**config.mk**
```make
export PLATFORM = sky130hd
export DESIGN_NAME = nfct1_front
export DESIGN_NICKNAME = d
export VERILOG_FILES = /design/src/rtl/nfct1_pkg.sv /design/src/rtl/nfct1_front.sv
export SDC_FILE = /design/constraint.sdc
export NUM_CORES = 1
export LEC_CHECK = 0
export ABC_AREA = 1
export BUFFER_PORTS_ARGS = -buffer_cell sky130_fd_sc_hd__buf_2
export CORE_ASPECT_RATIO = 1.2
export CORE_UTILIZATION = 40
export CTS_CLUSTER_SIZE = 8
export DETAILED_ROUTE_END_ITERATION = 7
export PLACE_DENSITY = 0.61
export SLEW_MARGIN = 20
export SYNTH_ARGS = -nofsm -noshare
export SYNTH_HDL_FRONTEND = slang
export SYNTH_SLANG_ARGS = --single-unit
```
**constraint.sdc**
```tcl
create_clock -name clk -period 2.35 [get_ports clk]
set_input_delay 0.1175 -clock clk [delete_from_list [all_inputs] [get_ports clk]]
set_output_delay 0.1175 -clock clk [all_outputs]
set_load 0.01 [all_outputs]
```
**src/rtl/nfct1_pkg.sv**
```systemverilog
// ----------------------------------------------------------------------------
// nfct1_pkg
// Shared types and constants for the Type 1 tag lock area tracker.
// ----------------------------------------------------------------------------
package nfct1_pkg;

	typedef enum logic [1:0] {
		CMD_WRITE = 2'd0,
		CMD_FEED  = 2'd1,
		CMD_QUERY = 2'd2,
		CMD_CLEAR = 2'd3
	} cmd_t;

	typedef struct packed {
		logic [1:0]  command;
		logic [10:0] address;
		logic [7:0]  data;
	} req_t;

	typedef struct packed {
		logic       locked;
		logic       parse_done;
		logic [3:0] area_count;
		logic       table_full;
	} rsp_t;

	localparam logic [15:0] STATIC_BYTES     = 16'd120;
	localparam logic [15:0] STATIC_LOCK_BASE = 16'(8'h0e * 8);

	localparam logic [7:0] TLV_NULL    = 8'h00;
	localparam logic [7:0] TLV_LOCK    = 8'h01;
	localparam logic [7:0] TLV_RESMEM  = 8'h02;
	localparam logic [7:0] TLV_NDEF    = 8'h03;
	localparam logic [7:0] TLV_PROP    = 8'hFD;
	localparam logic [7:0] TLV_TERM    = 8'hFE;
	localparam logic [7:0] LEN_ESCAPE  = 8'hff;

	// Parser phases.
	localparam logic [2:0] PH_TYPE   = 3'd0;
	localparam logic [2:0] PH_LEN    = 3'd1;
	localparam logic [2:0] PH_LEN_HI = 3'd2;
	localparam logic [2:0] PH_LEN_LO = 3'd3;
	localparam logic [2:0] PH_VAL0   = 3'd4;
	localparam logic [2:0] PH_VAL1   = 3'd5;
	localparam logic [2:0] PH_VAL2   = 3'd6;
	localparam logic [2:0] PH_SKIP   = 3'd7;

endpackage

```
**src/rtl/nfct1_front.sv**
```systemverilog
// ----------------------------------------------------------------------------
// nfct1_front
// Accepts requests into a two-entry queue that decouples the link side from
// the execution side.
// ----------------------------------------------------------------------------
module nfct1_front (
	input  logic            clk,
	input  logic            arst_n,
	input  logic            push,
	output logic            full,
	input  nfct1_pkg::req_t request,
	output logic            req_valid,
	output nfct1_pkg::req_t req,
	input  logic            req_take
);
	import nfct1_pkg::*;

	req_t       slot_q [2];
	logic       rd_ptr_q;
	logic       wr_ptr_q;
	logic [1:0] cnt_q;

	logic do_push, do_pop;

	assign full      = cnt_q[1];
	assign req_valid = (cnt_q != 2'd0);
	assign req       = slot_q[rd_ptr_q];
	assign do_push   = push && !full;
	assign do_pop    = req_take && req_valid;

	// Queue storage; payload needs no reset.
	always_ff @(posedge clk) begin
		if (do_push) begin
			slot_q[wr_ptr_q] <= request;
		end
	end

	// Queue pointers and fill count.
	always_ff @(posedge clk or negedge arst_n) begin
		if (!arst_n) begin
			rd_ptr_q <= 1'b0;
			wr_ptr_q <= 1'b0;
			cnt_q    <= 2'd0;
		end else begin
			if (do_push) wr_ptr_q <= ~wr_ptr_q;
			if (do_pop)  rd_ptr_q <= ~rd_ptr_q;
			cnt_q <= cnt_q + 2'(do_push) - 2'(do_pop);
		end
	end

endmodule

```
==> reports/results.ini <==
[run_status]
status = finished clean

[global_route]
grt_pass1_vias = 1057
overflow = 0
antenna_found_initial = 0
grt_max_degree = 23
grt_usage_pct = 14.3
grt_pass1_wl_um = 4830

[synthesis]
synthArstFlopShare_pct = 8.70
syn_area_per_cell_um2 = 13.0
netlist_top_cells_count = nand2_1 (67), edfxtp_1 (42), inv_1 (5), dfrtp_1 (4), xor2_1 (3)
synth_nets = 159
synth_cells = 133
yosys_register_bits = 46
synth_ff_type = edfxtp_1
synth_most_common_cell = nand2_1
synth_cell_types = 14
yosysTopAreaCell = edfxtp_1
yosysSeqAreaShare_pct = 78.4
synth_area_um2 = 1740
synth_edf_count = 42
ys.warnings.count = 0
yosysTopAreaCellShare_pct = 72.7
synth_area_leaders = edfxtp_1 (73%), nand2_1 (14%), dfrtp_1 (5.8%), xor2_1 (1.5%), inv_1 (1.1%)

[timing]
setup_slack_ns = 0.717
fin_skew_ns = 0.00557
fin_crit_sh_pct = 69.5
hold_viol = 0
worstMarginPinSlew_ns = 0.659
setup_viol = 0
fin_crit_ns = 1.63
max_slew_margin_pct = 56.0
fin_tns_setup_ns = 0
slew_viol_final = 0
fmax_mhz = 612
rsz0062_at_grt = false

[floorplanning]
row_count = 25
dieWidth_um = 62.1
pin_count = 48
dieArea_um2 = 4610
coreArea_um2 = 4040
die_h_um = 74.2
start_util_pct = 43.0

[cells_and_area]
final_cells = 243
stdcell_area_um2 = 2140
drive_gt1_share_pct = 31.7
num-nets-final = 214
syn_to_final_growth_pct = 23.4
insertedDiodeCount = 0

[clock_tree]
post_cts_buffers = 0
clk_pin_slew_worst_paths_ns = 0.08
cts_max_level = 2
cts_resized = 0
numCtsBuffers = 5
clockBufferDepth = 2
clk_latency_ns = 0.29
cts.sinks = 46
cts_root_buf = clkbuf_8
holdBufCountCts = 2
cts_tree = done

[setup_path]
worstPathMaxFanout = 22
cp-start-kind = flop
reg2reg_slack_ns = 0.76
critical_path_class = reg -> out
crit_required_ns = 2.23
cp-end-kind = output port
slowest_stage = inv_1
path_cells = inv_1 > nand2_1 > nand2_1 > buf_2
cp_slowest_stage_delay_ns = 0.49
crit_top_cell = nand2_1
cp.arrival_ns = 1.52

[detailed_routing]
drc = 0
drtIter0Drc = 46
dr_total_vias = 1116
drtPass1Iterations = 4
via_per_inst = 4.59
wl_per_cell_um = 12.4
wl_um = 3020
ant_nets = 0

[flow_run]
drv_cap = 0

[power]
p_leak_nw = 0.944
power_density_nw_per_um2 = 1150
vdd.ir_drop.worst_v = 0.000583

[placement]
place_area_um2 = 2040
dp_cells = 233
port_buffers = 47
pre_cts_slack_ns = 0.724
dp_hpwl_um = 2050
gp_congestion = 0.792

[min_path]
hp-class = in -> reg

state kept, by name (all words and copies together) (netlist names):
register	flops
wr_ptr_q	1
cnt_q	2
slot_q	42
rd_ptr_q	1
cell type report:
cell class	count	area, um^2
Clock buffer	5	68.8
Fill cell	336	1890
Clock inverter	3	11.3
Multi-Input combinational cell	78	335
Sequential cell	46	1360
Tap cell	54	67.6
Inverter	5	18.8
Timing Repair Buffer	52	278
path summary, 6_finish.rpt:
path / from / end / cells after the start
max: rd_ptr_q / req[9] / 4
min: request[2] / slot_q[1][2] / 1
max reg2reg: cnt_q[1] / slot_q[0][20] / 4
min reg2reg: cnt_q[0] / cnt_q[0] / 1
max in group asynchronous: arst_n / rd_ptr_q / 2
min in group asynchronous: arst_n / cnt_q[0] / 2
layer usage:
layer | GRT usage [%] | share of wire (%) | routed length [um]
met1 | 16.7 | 43 | 1310
met2 | 24.3 | 49 | 1470
met3 | 4.91 | 6.2 | 187
met4 | 6.20 | 1.7 | 50
met5 | 0 | 0 | 0
per-stage QoR:
step | util, % | hold WS (ns) | total power [mW]
finish | 53.1 | 0.0105 | 2.46
global route | 53.1 | 0.000620 | 2.64
CTS | 53.1 | 0.000869 | 2.50
detailed placement | 50.6 | -0.0670 | 2.06
global placement | 50.6 | -0.0740 | 2.03
floorplan | - | -0.178 | 1.71
power by group:
group,internal (mW),switching (mW)
Combinational,0.307,0.555
Clock,0.198,0.235
Sequential,1.10,0.0595
Total,1.61,0.850
worst max-delay path: cells and delay by family (launching register included):
family | cells | cell delay, ns
buf+inv | 2 | 0.62
flops | 1 | 0.38
simple gates | 2 | 0.23
cells in the final DEF, fill, tap and decap left out, types with 2 or more instances in the layout:
cell type      synthesis  routed
buf_2                  2      47
edfxtp_1              42      42
nor2_2                 0       2
clkbuf_8               0       5
clkinv_1               0       3
dfrtp_1                4       4
dlygate4sd3_1          0       2
buf_4                  2       3
xor2_1                 3       3
inv_1                  5       5
nand2_1               67      67
kinds of logic after synthesis:
kind of cell    Yosys count  synth area share, %
flops                    46                 78.4
compound gates            1                0.505
buf+inv                   9                 2.52
fa+ha+maj                 1                0.721
simple gates             73                 16.3
xor+xnor                  3                 1.51
Power figures use the tool's default switching activity.
